### src/png_uf_pkg.sv
`default_nettype none

package png_uf_pkg;

  localparam int MAX_WIDTH  = 4096;
  localparam int LINE_DEPTH = MAX_WIDTH * 4;
  localparam int LINE_AW    = $clog2(LINE_DEPTH);

  localparam int WIDTH_W    = 13;
  localparam int HEIGHT_W   = 16;
  localparam int BPP_W      = 3;
  localparam int CFG_IDX_W  = 2;
  localparam int CFG_DATA_W = 16;
  localparam int ROWB_W     = LINE_AW + 1;

  localparam int FIFO_DEPTH = 4;
  localparam int FIFO_AW    = $clog2(FIFO_DEPTH);

  localparam logic [BPP_W-1:0] BPP_RGBA     = 3'd4;
  localparam logic [7:0]       ALPHA_OPAQUE = 8'hFF;
  localparam logic [7:0]       FILTER_MAX   = 8'd4;

  typedef enum logic [CFG_IDX_W-1:0] {
    REG_IMAGE_WIDTH     = 2'd0,
    REG_IMAGE_HEIGHT    = 2'd1,
    REG_BYTES_PER_PIXEL = 2'd2
  } cfg_reg_e;

  typedef enum logic [2:0] {
    FILT_NONE  = 3'd0,
    FILT_SUB   = 3'd1,
    FILT_UP    = 3'd2,
    FILT_AVG   = 3'd3,
    FILT_PAETH = 3'd4
  } filter_e;

  // One queued operation: a sample to rebuild or a filter error to report.
  typedef struct packed {
    logic               is_err;
    logic [7:0]         raw;
    logic [LINE_AW-1:0] pos;
    logic [1:0]         k;
    filter_e            filt;
    logic               row_first;
    logic               first_row;
    logic               last_in_row;
    logic               last_row;
    logic               bpp4;
    logic               emit;
  } op_t;

endpackage

`default_nettype wire

### src/png_uf_fifo.sv
`default_nettype none

module png_uf_fifo
  import png_uf_pkg::*;
(
  input  wire logic clk_i,
  input  wire logic rst_ni,
  input  wire logic push_i,
  input  op_t       data_i,
  input  wire logic pop_i,
  output op_t       data_o,
  output logic      empty_o,
  output logic      full_o
);

  op_t                mem_q [FIFO_DEPTH];
  logic [FIFO_AW-1:0] wr_ptr_q, rd_ptr_q;
  logic [FIFO_AW:0]   count_q;

  assign empty_o = (count_q == '0);
  assign full_o  = (count_q == (FIFO_AW+1)'(FIFO_DEPTH));
  assign data_o  = mem_q[rd_ptr_q];

  always_ff @(posedge clk_i) begin
    if (push_i) begin
      mem_q[wr_ptr_q] <= data_i;
    end
  end

  always_ff @(posedge clk_i or negedge rst_ni) begin
    if (!rst_ni) begin
      wr_ptr_q <= '0;
      rd_ptr_q <= '0;
      count_q  <= '0;
    end else begin
      if (push_i) begin
        wr_ptr_q <= wr_ptr_q + FIFO_AW'(1);
      end
      if (pop_i) begin
        rd_ptr_q <= rd_ptr_q + FIFO_AW'(1);
      end
      if (push_i && !pop_i) begin
        count_q <= count_q + (FIFO_AW+1)'(1);
      end else if (pop_i && !push_i) begin
        count_q <= count_q - (FIFO_AW+1)'(1);
      end
    end
  end

  a_no_overflow: assert property (@(posedge clk_i) disable iff (!rst_ni)
    full_o && !pop_i |-> !push_i) else $error("queue push while full");

  a_no_underflow: assert property (@(posedge clk_i) disable iff (!rst_ni)
    empty_o |-> !pop_i) else $error("queue pop while empty");

endmodule

`default_nettype wire

### config.mk
export PLATFORM = sky130hd
export DESIGN_NAME = png_uf_fifo
export DESIGN_NICKNAME = d
export VERILOG_FILES = /design/src/png_uf_pkg.sv /design/src/png_uf_fifo.sv
export SDC_FILE = /design/constraint.sdc
export NUM_CORES = 1
export LEC_CHECK = 0
export BUFFER_PORTS_ARGS = -buffer_cell sky130_fd_sc_hd__buf_2
export CAP_MARGIN = 20
export CELL_PAD_IN_SITES_DETAIL_PLACEMENT = 2
export CELL_PAD_IN_SITES_GLOBAL_PLACEMENT = 2
export CORE_ASPECT_RATIO = 0.9
export CORE_MARGIN = 3
export CORE_UTILIZATION = 48
export DETAILED_ROUTE_END_ITERATION = 6
export GPL_TIMING_DRIVEN = 0
export MAX_ROUTING_LAYER = met4
export PLACE_DENSITY = 0.84
export SYNTH_ARGS = -nofsm -noshare
export SYNTH_HDL_FRONTEND = slang
export SYNTH_SLANG_ARGS = --single-unit
### constraint.sdc
create_clock -name clk_i -period 3.14 [get_ports clk_i]
set_input_delay 0.314 -clock clk_i [delete_from_list [all_inputs] [get_ports clk_i]]
set_output_delay 0.314 -clock clk_i [all_outputs]
set_load 0.05 [all_outputs]
# Word level (Yosys, flattened, before mapping)
# Memory sizes are Yosys's and may differ from the RTL's.
# Index checks and enable logic that the tools add are counted.
# op_classes
addsub,4
eq_ne,1
muxes,4
n_reduce_logical,6
# ops
cell,n
$mux W3,2
$add A2 B1 Y2 const B,2
$add A3 B1 Y3 const B,1
$eq A3 B3 Y1 const B,1
$logic_not A3 Y1,1
$sub A3 B1 Y3 const B,1
$logic_and A1 B1 Y1,2
$logic_not A1 Y1,2
$mux W1,2
$reduce_bool A2 Y1,1
# totals
ff_bits,7
mem_bits_rw,136
input_bits,38
out_inout_bits,36
word_cells,19
memories,1
# mem_list
name,words,word_bits,read_ports,rd_clocked_by_memory_dff,write_ports,line_no,rtl
mem_q,4,34,1,0,1,png_uf_fifo.sv:16,op_t mem_q [FIFO_DEPTH];

# Longest topological paths before layout
# depth
word_depth,4
mapped_depth,7
mapped_depth_nobuf,7

# Least setup slack after synthesis
# Ideal clock, no wire load.
# synth_path
path_kind,flip-flop to output port
startpoint,reg count_q[0]
endpoint,out full_o
arrival_ns,1.599
t_required_ns,2.826
slack_ns,1.227
path_stages_with_launch,2
path_buffers,0
path_cell_list,dfrtp_1 nor3b_1
# synth_between
elab_chain_len,1
# synth_rtl
item,line_no,rtl
start: declaration,png_uf_fifo.sv:18,logic [FIFO_AW:0] count_q;
start signal: assignment,png_uf_fifo.sv:43,count_q <= count_q + (FIFO_AW+1)'(1);
start signal: assignment,png_uf_fifo.sv:45,count_q <= count_q - (FIFO_AW+1)'(1);
$eq A3 B3 Y1,png_uf_fifo.sv:21,assign full_o = (count_q == (FIFO_AW+1)'(FIFO_DEPTH));
end: declaration,png_uf_fifo.sv:13,output logic full_o
# No other way between the ends.

==> metrics.cfg <==
[yosys]
synth_area_sq_um=5350
synth_top_area_cell=edfxtp_1
yosysTopAreaCellShare=0.763
synth-edff-count=136
synth_seq_cells=143
synthesis.nets=256
ys.flop_type=edfxtp_1
synth_area_leaders=edfxtp_1 (76%), mux4_2 (12%), dfrtp_1 (3.3%)
ys_async_sr_fraction=0.0490
seq_area_frac_synth=0.796
synth_cells=212
yosys_warnings=0
syn_avg_cell_area_sq_um=25.3
ys_types=19

[cells_and_area]
final_nets=353
n_fill_cell=799
syn2layout_area_growth_pct=23.5
utilization=0.626
n_antenna_cell=0
layout-drive-gt1-share=0.447

[drt]
drt_wl_total_mm=14.5
dr_wl_met3_microns=815
drt-met1-wl_mm=5.91
first_pass_iters=5
drc=0
vias_per_cell=5.64
via_count=2650
met2_length_mm=7.56
routedWlPerCell_microns=30.8
drtIter0Drc=270
ant_nets=0
top_layer=met4

[critical_path]
critical_path_class=register to primary output
cp.required_ns=2.83
cp-end-kind=primary output
worst_setup_path_start_kind=register
worst_path_max_delay_cell=mux4_2
r2r_slack_ns=1.35
r2r_cells=4
critPathMaxStageDelay_ns=0.54
critPathArrivalTime_ns=1.99
path_cells=buf_6, buf_12, mux4_2, buf_2
cp_max_fo=10

[floorplanning]
die_x_microns=117
core.rowCount=35
fp.coreArea_sq_um=10600
dieArea_sq_um=12500
die_y_microns=106
initial_core_util=0.507
io_pins=74

[timing]
slew_headroom=0.680
min_period_over_period=0.733
finalSetupViolations=0
whs_ns=0.113
tightest_slew_ns=0.480
rsz0062_at_grt=no
maxSlewViolCount=0
hold_viol=0
setup_tns_ns=0
fmax_mhz=435
min_period_ns=2.30
fin_skew_ns=0.00946

[placement]
place.gp.congestion=0.655
dp_hpwl_mm=8.03
numPortBuffers=73

[cts]
cts_buffer_depth=2
clock_latency_ns=0.42
clkSinkCount=143
cts.clk_slew.worst_paths_ns=0.06
cts_inserted_buffers=17
tritoncts=done
root_buffer=clkbuf_16
cts_htree_levels=4
cts_setup_buffers=0

[hold_path]
hp-class=primary input to register
hold_depth=1

[grt]
grt_max_degree=24
antenna_found_initial=0
grt_pass1_wl_mm=21.7
grt_pass1_vias=2998
grt_usage=0.255
globalRoute.totalOverflow=0

[run]
maxCapViolCount=0

[pwr]
p_total_uw=7650
power.leakage_uw=0.00236
power_density_nw_per_um2=1160
ir_drop_mv=0.620

[outcome]
status=completed

[power breakdown]
group | switching, uW | leakage (uW) | internal [uW]
combinational | 1950 | 0.000736 | 894
clock | 795 | 0.000291 | 1320
sequential | 180 | 0.00133 | 2510
total | 2920 | 0.00236 | 4720
[critical path, delay by kind of cell (launching register included)]
kind,cells,cell delay (ns)
DFF,1,0.39
buffers and inverters,3,0.63
muxes,1,0.54
[metal layers]
layer / GRT usage / vias to the layer above
li1: - / 1092
met1: 0.321 / 1425
met2: 0.418 / 113
met3: 0.0628 / 20
met4: 0.0762 / 0
met5: - / -
[what timing repair did]
item,CTS,global route
gates resized for setup,0,0
endpoints found under the hold margin,7,0
hold buffers,1,0
setup endpoints to repair,0,0
[registers in the layout, indices dropped and copies added, names as in the netlist]
name	count
count_q	3
rd_ptr_q	2
mem_q	136
wr_ptr_q	2
[area by class of cell]
type	count	area, sq um	area share
buffer	8	91.3	0.0138
clock inverter	13	170	0.0257
clock buffer	19	433	0.0655
inverter	4	15.0	0.00227
sequential	143	4260	0.644
timing repair buffer	78	463	0.0700
tap	148	185	0.0280
multi-input combinational	57	993	0.150
[cell usage after synthesis (2+ instances only)]
library cell	count
mux4_1	6
edfxtp_1	136
xor2_1	4
xnor2_1	2
dfrtp_1	7
inv_1	4
buf_2	4
ha_1	5
mux4_2	28
and2_1	4
nand2_1	2
buf_12	3
[path summary, 6_finish.rpt]
path | startpoint | endpoint
setup / recovery | rd_ptr_q[0] | data_o[16]
hold / removal | data_i[16] | mem_q[2][16]
setup reg to reg | wr_ptr_q[0] | mem_q[2][7]
hold reg to reg | count_q[2] | count_q[2]
max in group asynchronous | rst_ni | count_q[0]
min in group asynchronous | rst_ni | count_q[2]
[placed cells by master, fill, tap and decap left out]
cell type / instances
and2_2: 4
buf_2: 77
nand2_1: 2
xor2_1: 4
clkinv_1: 4
edfxtp_1: 136
mux4_1: 6
nor3_1: 1
buf_6: 1
bufinv_16: 4
o21ai_0: 1
mux2_2: 1
buf_12: 6
nor2_1: 1
xnor2_1: 2
clkbuf_1: 2
clkinv_2: 2
dfrtp_1: 7
ha_1: 5
clkbuf_16: 17
clkinvlp_4: 1
dlygate4sd3_1: 1
inv_1: 4
mux4_2: 28
buf_16: 1
clkinv_4: 2
nor3b_1: 1
fa_1: 1
[cells by family after synthesis]
logic type | count (synthesis) | synth area share
AO/OA/AOI/OAI | 1 | 0.000934
XOR/XNOR | 6 | 0.00982
adder cells (fa/ha/maj) | 6 | 0.0154
buffers and inverters | 12 | 0.0199
flip-flops | 143 | 0.796
multiplexers | 35 | 0.149
AND/OR/NAND/NOR | 9 | 0.00911
[stage by stage]
stage,instances,instance area [sq um],worst slack [ns]
after floorplan,212,5350,1.23
after global placement,433,5900,0.622
after detailed placement,437,6000,1.33
after CTS,470,6610,0.810
after global routing,470,6610,0.807
final,470,6610,0.839
(Power assumes the default switching activity.)
