$ cat config.mk
export PLATFORM = sky130hd
export DESIGN_NAME = png_uf_front
export DESIGN_NICKNAME = d
export VERILOG_FILES = /design/src/png_uf_pkg.sv /design/src/png_uf_front.sv
export SDC_FILE = /design/constraint.sdc
export NUM_CORES = 1
export LEC_CHECK = 0
export ABC_AREA = 0
export BUFFER_PORTS_ARGS = -buffer_cell sky130_fd_sc_hd__clkbuf_2
export CAP_MARGIN = 20
export CORE_AREA = 2 2 112 114
export CTS_CLUSTER_DIAMETER = 50
export DETAILED_ROUTE_END_ITERATION = 6
export DIE_AREA = 0 0 114 116
export GPL_ROUTABILITY_DRIVEN = 0
export PLACE_DENSITY = 0.63
export SLEW_MARGIN = 15
export SYNTH_ARGS = -nofsm -noshare
export SYNTH_HDL_FRONTEND = slang
export SYNTH_SLANG_ARGS = --single-unit
$ cat constraint.sdc
create_clock -name clk_i -period 5.3 [get_ports clk_i]
set_clock_uncertainty 0.1 [all_clocks]
set_input_delay 0.53 -clock clk_i [delete_from_list [all_inputs] [get_ports clk_i]]
set_output_delay 0.53 -clock clk_i [all_outputs]
set_load 0.05 [all_outputs]
$ cat src/png_uf_pkg.sv
`default_nettype none

package png_uf_pkg;

  localparam int MAX_WIDTH  = 4096;
  localparam int LINE_DEPTH = MAX_WIDTH * 4;
  localparam int LINE_AW    = $clog2(LINE_DEPTH);

  localparam int WIDTH_W    = 13;
  localparam int HEIGHT_W   = 16;
  localparam int BPP_W      = 3;
  localparam int CFG_IDX_W  = 2;
  localparam int CFG_DATA_W = 16;
  localparam int ROWB_W     = LINE_AW + 1;

  localparam int FIFO_DEPTH = 4;
  localparam int FIFO_AW    = $clog2(FIFO_DEPTH);

  localparam logic [BPP_W-1:0] BPP_RGBA     = 3'd4;
  localparam logic [7:0]       ALPHA_OPAQUE = 8'hFF;
  localparam logic [7:0]       FILTER_MAX   = 8'd4;

  typedef enum logic [CFG_IDX_W-1:0] {
    REG_IMAGE_WIDTH     = 2'd0,
    REG_IMAGE_HEIGHT    = 2'd1,
    REG_BYTES_PER_PIXEL = 2'd2
  } cfg_reg_e;

  typedef enum logic [2:0] {
    FILT_NONE  = 3'd0,
    FILT_SUB   = 3'd1,
    FILT_UP    = 3'd2,
    FILT_AVG   = 3'd3,
    FILT_PAETH = 3'd4
  } filter_e;

  // One queued operation: a sample to rebuild or a filter error to report.
  typedef struct packed {
    logic               is_err;
    logic [7:0]         raw;
    logic [LINE_AW-1:0] pos;
    logic [1:0]         k;
    filter_e            filt;
    logic               row_first;
    logic               first_row;
    logic               last_in_row;
    logic               last_row;
    logic               bpp4;
    logic               emit;
  } op_t;

endpackage

`default_nettype wire

$ cat src/png_uf_front.sv
`default_nettype none

module png_uf_front
  import png_uf_pkg::*;
(
  input  wire logic                  clk_i,
  input  wire logic                  rst_ni,
  input  wire logic                  cfg_we_i,
  input  wire logic [CFG_IDX_W-1:0]  cfg_idx_i,
  input  wire logic [CFG_DATA_W-1:0] cfg_data_i,
  input  wire logic                  in_valid_i,
  input  wire logic [7:0]            in_byte_i,
  output logic                       in_ready_o,
  input  wire logic                  q_full_i,
  output logic                       q_push_o,
  output op_t                        q_op_o
);

  logic [WIDTH_W-1:0]  width_q;
  logic [HEIGHT_W-1:0] height_q;
  logic [BPP_W-1:0]    bpp_q;

  logic                expecting_q, expecting_d;
  logic                skipping_q, skipping_d;
  logic                first_q, first_d;
  filter_e             filt_q, filt_d;
  logic [LINE_AW-1:0]  pos_q, pos_d;
  logic [1:0]          mod3_q, mod3_d;
  logic [HEIGHT_W-1:0] row_q, row_d;

  logic                accept;
  logic                bpp4;
  logic [WIDTH_W-1:0]  w_eff;
  logic [HEIGHT_W-1:0] h_eff;
  logic [ROWB_W-1:0]   row_len;
  logic                last_in_row, last_row;
  logic [1:0]          k;

  always_ff @(posedge clk_i or negedge rst_ni) begin
    if (!rst_ni) begin
      width_q  <= WIDTH_W'(1);
      height_q <= HEIGHT_W'(1);
      bpp_q    <= BPP_RGBA;
    end else if (cfg_we_i) begin
      unique case (cfg_idx_i)
        REG_IMAGE_WIDTH:     width_q  <= cfg_data_i[WIDTH_W-1:0];
        REG_IMAGE_HEIGHT:    height_q <= cfg_data_i[HEIGHT_W-1:0];
        REG_BYTES_PER_PIXEL: bpp_q    <= cfg_data_i[BPP_W-1:0];
        default: ;
      endcase
    end
  end

  assign bpp4  = (bpp_q == BPP_RGBA);
  assign w_eff = (width_q == '0) ? WIDTH_W'(1) :
                 (width_q > WIDTH_W'(MAX_WIDTH)) ? WIDTH_W'(MAX_WIDTH) : width_q;
  assign h_eff = (height_q == '0) ? HEIGHT_W'(1) : height_q;
  assign row_len = bpp4 ? {w_eff, 2'b00} :
                   (ROWB_W'(w_eff) + ROWB_W'({w_eff, 1'b0}));

  assign last_in_row = ({1'b0, pos_q} + ROWB_W'(1)) >= row_len;
  assign last_row    = ({1'b0, row_q} + 17'd1) >= {1'b0, h_eff};
  assign k           = bpp4 ? pos_q[1:0] : mod3_q;

  assign in_ready_o = !q_full_i;
  assign accept     = in_valid_i && in_ready_o;

  always_comb begin
    expecting_d = expecting_q;
    skipping_d  = skipping_q;
    first_d     = first_q;
    filt_d      = filt_q;
    pos_d       = pos_q;
    mod3_d      = mod3_q;
    row_d       = row_q;
    q_push_o    = 1'b0;

    q_op_o.is_err      = 1'b0;
    q_op_o.raw         = in_byte_i;
    q_op_o.pos         = pos_q;
    q_op_o.k           = k;
    q_op_o.filt        = filt_q;
    q_op_o.row_first   = first_q;
    q_op_o.first_row   = (row_q == '0);
    q_op_o.last_in_row = last_in_row;
    q_op_o.last_row    = last_row;
    q_op_o.bpp4        = bpp4;
    q_op_o.emit        = bpp4 ? (k == 2'd3) : (k == 2'd2);

    if (accept) begin
      if (expecting_q) begin
        expecting_d = 1'b0;
        pos_d       = '0;
        mod3_d      = '0;
        first_d     = 1'b1;
        if (!skipping_q) begin
          if (in_byte_i > FILTER_MAX) begin
            skipping_d    = 1'b1;
            q_op_o.is_err = 1'b1;
            q_push_o      = 1'b1;
          end else begin
            filt_d = filter_e'(in_byte_i[2:0]);
          end
        end
      end else begin
        q_push_o = !skipping_q;
        first_d  = 1'b0;
        if (last_in_row) begin
          expecting_d = 1'b1;
          if (last_row) begin
            row_d      = '0;
            skipping_d = 1'b0;
          end else begin
            row_d = row_q + HEIGHT_W'(1);
          end
        end else begin
          pos_d  = pos_q + LINE_AW'(1);
          mod3_d = (mod3_q == 2'd2) ? 2'd0 : mod3_q + 2'd1;
        end
      end
    end
  end

  always_ff @(posedge clk_i or negedge rst_ni) begin
    if (!rst_ni) begin
      expecting_q <= 1'b1;
      skipping_q  <= 1'b0;
      first_q     <= 1'b0;
      filt_q      <= FILT_NONE;
      pos_q       <= '0;
      mod3_q      <= '0;
      row_q       <= '0;
    end else begin
      expecting_q <= expecting_d;
      skipping_q  <= skipping_d;
      first_q     <= first_d;
      filt_q      <= filt_d;
      pos_q       <= pos_d;
      mod3_q      <= mod3_d;
      row_q       <= row_d;
    end
  end

endmodule

`default_nettype wire

**After elaboration in Yosys (flattened, before gate mapping)**

Cells that the tools add are included.

- Bits in registers: 70
- Logic and storage cells: 71

- $add $sub $neg: 6
- Magnitude comparators: 4
- Eq/ne operators: 7
- Muxes and demuxes: 25
- Bitwise logic cells: 3
- Reductions and logical operators: 16

Operators by type and width:

| operator | count |
|---|---|
| 16-bit zero test | 2 |
| 16-bit 2-to-1 mux | 2 |
| 14-bit 2-to-1 mux | 2 |
| 13-bit 2-to-1 mux | 2 |
| 16-bit by 1-bit adder with 17-bit output, second input constant | 1 |
| 17-bit by 16-bit greater-or-equal comparator with 1-bit output | 1 |
| 16-bit by 1-bit adder with 16-bit output, second input constant | 1 |
| 13-bit by 14-bit adder with 15-bit output | 1 |
| 14-bit by 1-bit adder with 15-bit output, second input constant | 1 |
| 15-bit greater-or-equal comparator | 1 |
| 15-bit 2-to-1 mux | 1 |
| 14-bit by 1-bit adder with 14-bit output, second input constant | 1 |
| 1-bit 2-to-1 mux | 14 |
| 13-bit > comparator, second input constant | 1 |
| 13-bit zero test | 1 |
| 2-bit equality test, second input constant | 4 |
| 8-bit by 3-bit > comparator with 1-bit output, second input constant | 1 |
| 2-bit 2-to-1 mux | 4 |
| 2-bit AND reduction | 4 |
| 3-bit AND reduction | 2 |
| 4-bit AND reduction | 1 |
| 2-bit nonzero test | 2 |
| 3-bit equality test, second input constant | 1 |
| 1-bit NOT | 3 |
| other kinds (6) | 7 |

**Depth between registers and ports, before layout**

- Depth in word-level cells: 8
- Gate-level depth with buffers: 22
- Depth with buffers taken out: 20

**Worst setup path before layout**

No wires, ideal clock.

- Path type: register to output
- Start: reg width_q[2]
- End: out q_op_o[3] in the netlist's numbering
- Arrival time: 3,797 ps
- Setup slack: 873 ps
- Stages on the path, launching flop included: 21
- Buffers on the path: 2
- Cell sequence: dfrtp_1 clkbuf_1 nor4_1 nand4_1 a21oi_1 ha_1 ha_1 o21ai_0 nand2_1 o21ai_0 a22oi_1 o211ai_1 nor4_1 o21ai_0 ha_1 a21oi_1 o21ai_0 a21oi_1 and2_4 inv_2 buf_4

- Cells in the longest elaborated chain, start to end: 6
- Elaborated cells between the ends (all ways): 7
- Those cells by class: add/sub (1); order compare (2); mux (3); reduce/logical (1)

Ends and longest elaborated chain:

| element | line | source |
|---|---|---|
| start, declared | png_uf_front.sv:19 | `logic [WIDTH_W-1:0] width_q;` |
| start signal, assigned | png_uf_front.sv:46 | `REG_IMAGE_WIDTH: width_q <= cfg_data_i[WIDTH_W-1:0];` |
| 13-bit > comparator | png_uf_front.sv:56 | `(width_q > WIDTH_W'(MAX_WIDTH)) ? WIDTH_W'(MAX_WIDTH) : width_q;` |
| 13-bit 2-to-1 mux | png_uf_front.sv:56 |  |
| 13-bit 2-to-1 mux (*) | png_uf_front.sv:55 | `assign w_eff = (width_q == '0) ? WIDTH_W'(1) :` |
| 13-bit by 14-bit adder with 15-bit output | png_uf_front.sv:59 | `(ROWB_W'(w_eff) + ROWB_W'({w_eff, 1'b0}));` |
| 15-bit 2-to-1 mux (*) | png_uf_front.sv:58 | `assign row_len = bpp4 ? {w_eff, 2'b00} :` |
| 15-bit greater-or-equal comparator (*) | png_uf_front.sv:61 | `assign last_in_row = ({1'b0, pos_q} + ROWB_W'(1)) >= row_len;` |
| end, declared | png_uf_front.sv:16 | `output op_t q_op_o` |

Every way passes the cells marked *; elsewhere a longest branch is shown, timed or not.

==> impl_summary.txt <==
----------------------------------------------------
[Run status]
  Result of the run ... finished, final reports clean

[Clocking]
  Maximum number of buffers from clock root to sink ... 2
  Clk pin slew, worst setup/hold paths ... 60 ps
  Total CTS buffers ... 9
  Root buffer selected by CTS ... clkbuf_16
  CTS H-Tree Depth ... 3
  TritonCTS clock tree ... done
  Clock insertion delay at the later pin of the skew report ... 340 ps
  Clk sinks ... 70

[Setup path]
  Depth of the worst register-to-register path ... 19
  Cell breakdown of the critical path ... nor4_1, nand4_1, a21oi_2, ha_2, ha_2, o21a_1, o21ai_0, nand2b_1, a21oi_1, o31ai_1, xnor2_1, mux2i_1, ha_1, nand2_1, nor2_1, o211ai_4, and2_4, inv_2, clkbuf_4
  Reg2reg setup slack ... 640 ps
  Maximum fanout along the worst path ... 9
  Crit path required time ... approximately 4700 ps
  Launching point of the worst reg2reg path ... width_q[2]
  Stage delay of the slowest cell on the critical path ... 490 ps
  Type of the setup path with the least slack ... reg2out
  Data arrival at the endpoint of the critical path ... 4370 ps
  Critical-path top delay cell ... dfrtp_1
  Capturing point of the worst reg2reg path ... row_q[11]
  Sort of element at the start of the critical path ... flip-flop
  Endpoint class of the critical path ... output port
  Most used cell, CP ... ha_2

[Global route]
  Initial antenna violation count ... 0
  GRT overflow ... 0
  First-pass GRT wire length ... 20.6 mm
  Largest net degree at the start of global routing ... 71
  Global router's overall resource usage ... 0.196
  Via count of the first global-routing pass ... 4,228

[Drt]
  Vias/cell ... 5.75
  Number of DRC markers in iteration 0 ... ~310
  Total via count in the routed design ... 4,562
  Highest signal layer in the routed design ... met4
  Metal3 WL ... 552 microns
  DRC violation count after routing ... 0
  Length of routed wiring on met1 ... about 6.2 mm
  Final WL ... ~13 mm
  Met2 wirelength from detailed routing ... roughly 5.7 mm
  Routed len/inst ... approximately 16 microns
  ANT nets after route ... 0
  Detailed-router iteration count before antenna repair ... 4

[Layout]
  Fraction of layout cells with a size suffix above 1 ... 0.235
  Layout Area Growth over Synthesis ... 13.3%
  Ant diodes ... 0
  Sequential cell area ... 0.00176 sq mm
  Combined area of the multi-input logic cells ... 0.00323 sq mm
  Number of filler instances in the final layout ... 1,121
  Number of nets in the layout ... 710

[Logic synthesis]
  Synth top area share ... 0.310
  Number of flops mapped to enable cells by yosys ... 0
  Count of yosys warnings during synthesis ... 0
  Synth Area per Inst ... 8.92 sq um
  Post-synthesis instance total ... between 500 and 600
  Top area cells in the synthesized netlist ... dfrtp_1, ha_1, mux2_2
  Async S/R FF share, synth ... 1.00
  Total nets after synthesis ... ~670
  Leading area contributor after synthesis ... dfrtp_1
  Yosys cell types ... 76
  Cell area after synthesis ... 0.00533 sq mm
  Total of flip-flops plus latches after synthesis ... 70
  Dominant cell by count in the synthesized netlist ... dfrtp_1
  Most used standard cells in the synthesized netlist ... dfrtp_1, nand2_1, o21ai_0
  Sequential-to-total area share from yosys stat ... 0.330
  Most used DFF post-synth ... dfrtp_1

[Timing]
  Unrepaired setup endpoints after global routing ... no
  Slew at the pin closest to its max-slew limit ... 1020 ps
  Min Tclk post-route ... 5000 ps
  Worst slew margin ... 0.316
  Max Clk Rate ... ~200 MHz
  Fin. Hold Viols ... 0
  Post-route fraction of the period consumed by the critical path ... 0.943
  Final number of setup-violating endpoints ... 0
  Final-report max-slew violation count ... 0
  Sum of negative setup slack ... 0 ps
  Minimum setup slack in the final design ... 301 ps

[Floorplan]
  Overall die height ... around 120 microns
  Die X-Extent ... 114 microns
  Die area ... 0.0132 sq mm
  Count of standard-cell rows ... 40
  Core Area ... approximately 0.012 sq mm
  # IOs ... 67
  Initial cell density of the core ... 0.447

[Hold path]
  Class of the most critical hold timing path ... in2async

[Power and ir drop]
  Static leakage power ... roughly 2.8 nW
  Total power after layout ... 2.13 mW
  Power density of the placed cells ... ~350 mW/mm^2
  Worst voltage drop across the vdd grid ... 0.172 mV

[Place]
  DP Wirelength ... between 9 and 10 mm
  Post-Place Setup Slack ... ~500 ps
  Count of input and output buffers ... 66

[Flow run]
  Max-capacitance violation count ... 0

----------------------------------------------------
routing by layer:
metal,vias up,GRT usage
met5,-,0
met4,0,0.0699
met3,15,0.0335
met2,121,0.307
met1,2175,0.275
li1,2251,-
kinds of logic after synthesis:
group | after synthesis | share of synthesized area
AO/OA/AOI/OAI | 150 | 0.192
multiplexers | 34 | 0.0709
XOR/XNOR | 38 | 0.0625
adder cells (fa/ha/maj) | 38 | 0.0892
AND/OR/NAND/NOR | 192 | 0.187
buffers and inverters | 75 | 0.0683
flip-flops | 70 | 0.330
placed cells by master, fill, tap and decap left out, drive strengths merged, types with 11 or more instances in the layout:
cell type	synthesis	final
xor2	15	15
o21ai	48	48
nor3	12	12
nor2	34	34
clkbuf	22	76
a31oi	12	12
nand3	24	24
inv	30	30
nor4	11	11
dfrtp	66	66
nand2	56	56
mux2	30	30
a21oi	24	24
ha	38	38
xnor2	23	23
buf	23	13
through the flow:
step                       util  instances  instance area [sq um]  hold WS, ps
after floorplan               -        597                   5330          134
after global placement    0.475        774                   5660          382
after detailed placement  0.475        774                   5660          390
after CTS                 0.503        790                   5990          310
after global routing      0.507        793                   6030          334
final                     0.507        793                   6030          285
area by class of cell:
| type | instances | area share |
|---|---|---|
| Multi-Input combinational cell | 452 | 0.536 |
| Clock buffer | 11 | 0.0402 |
| Sequential cell | 70 | 0.291 |
| Clock inverter | 5 | 0.0137 |
| Tap cell | 147 | 0.0305 |
| Timing Repair Buffer | 78 | 0.0701 |
| Inverter | 30 | 0.0187 |
power by group:
group	switching, mW	internal (mW)	leakage (nW)
combinational	0.477	0.298	1.78
clock	0.232	0.425	0.160
sequential	0.0903	0.608	0.894
total	0.800	1.33	2.83
worst max-delay path by stage:
stage	slack, ps	end	start
global placement	690	q_op_o[3]	width_q[9]
global route	4	q_op_o[3]	width_q[2]
finish	300	q_op_o[3]	width_q[2]
floorplan	870	q_op_o[3]	width_q[2]
CTS	150	q_op_o[3]	width_q[9]
detailed placement	520	row_q[11]	width_q[9]
registers in the layout (all words and copies together) (netlist names):
name and count:
row_q 16, bpp_q 3, first_q 1, height_q 16, mod3_q 2, filt_q 3, expecting_q 1, width_q 13
skipping_q 1, pos_q 14
critical path, delay by kind of cell (launching register included):
kind                     cells  cell delay [ps]
buffers and inverters        2              310
XOR/XNOR                     1              150
flip-flops                   1              490
adder cells (fa/ha/maj)      3              780
multiplexers                 1               90
AND/OR/NAND/NOR              6             1150
AO/OA/AOI/OAI                6             1040
what timing repair did:
item                                    in CTS  in global routing
endpoints found under the setup margin       0                  1
gates resized for setup                      0                  8
setup buffers                                0                  3
hold buffers                                 0                  0
Power figures use the tool's default switching activity.
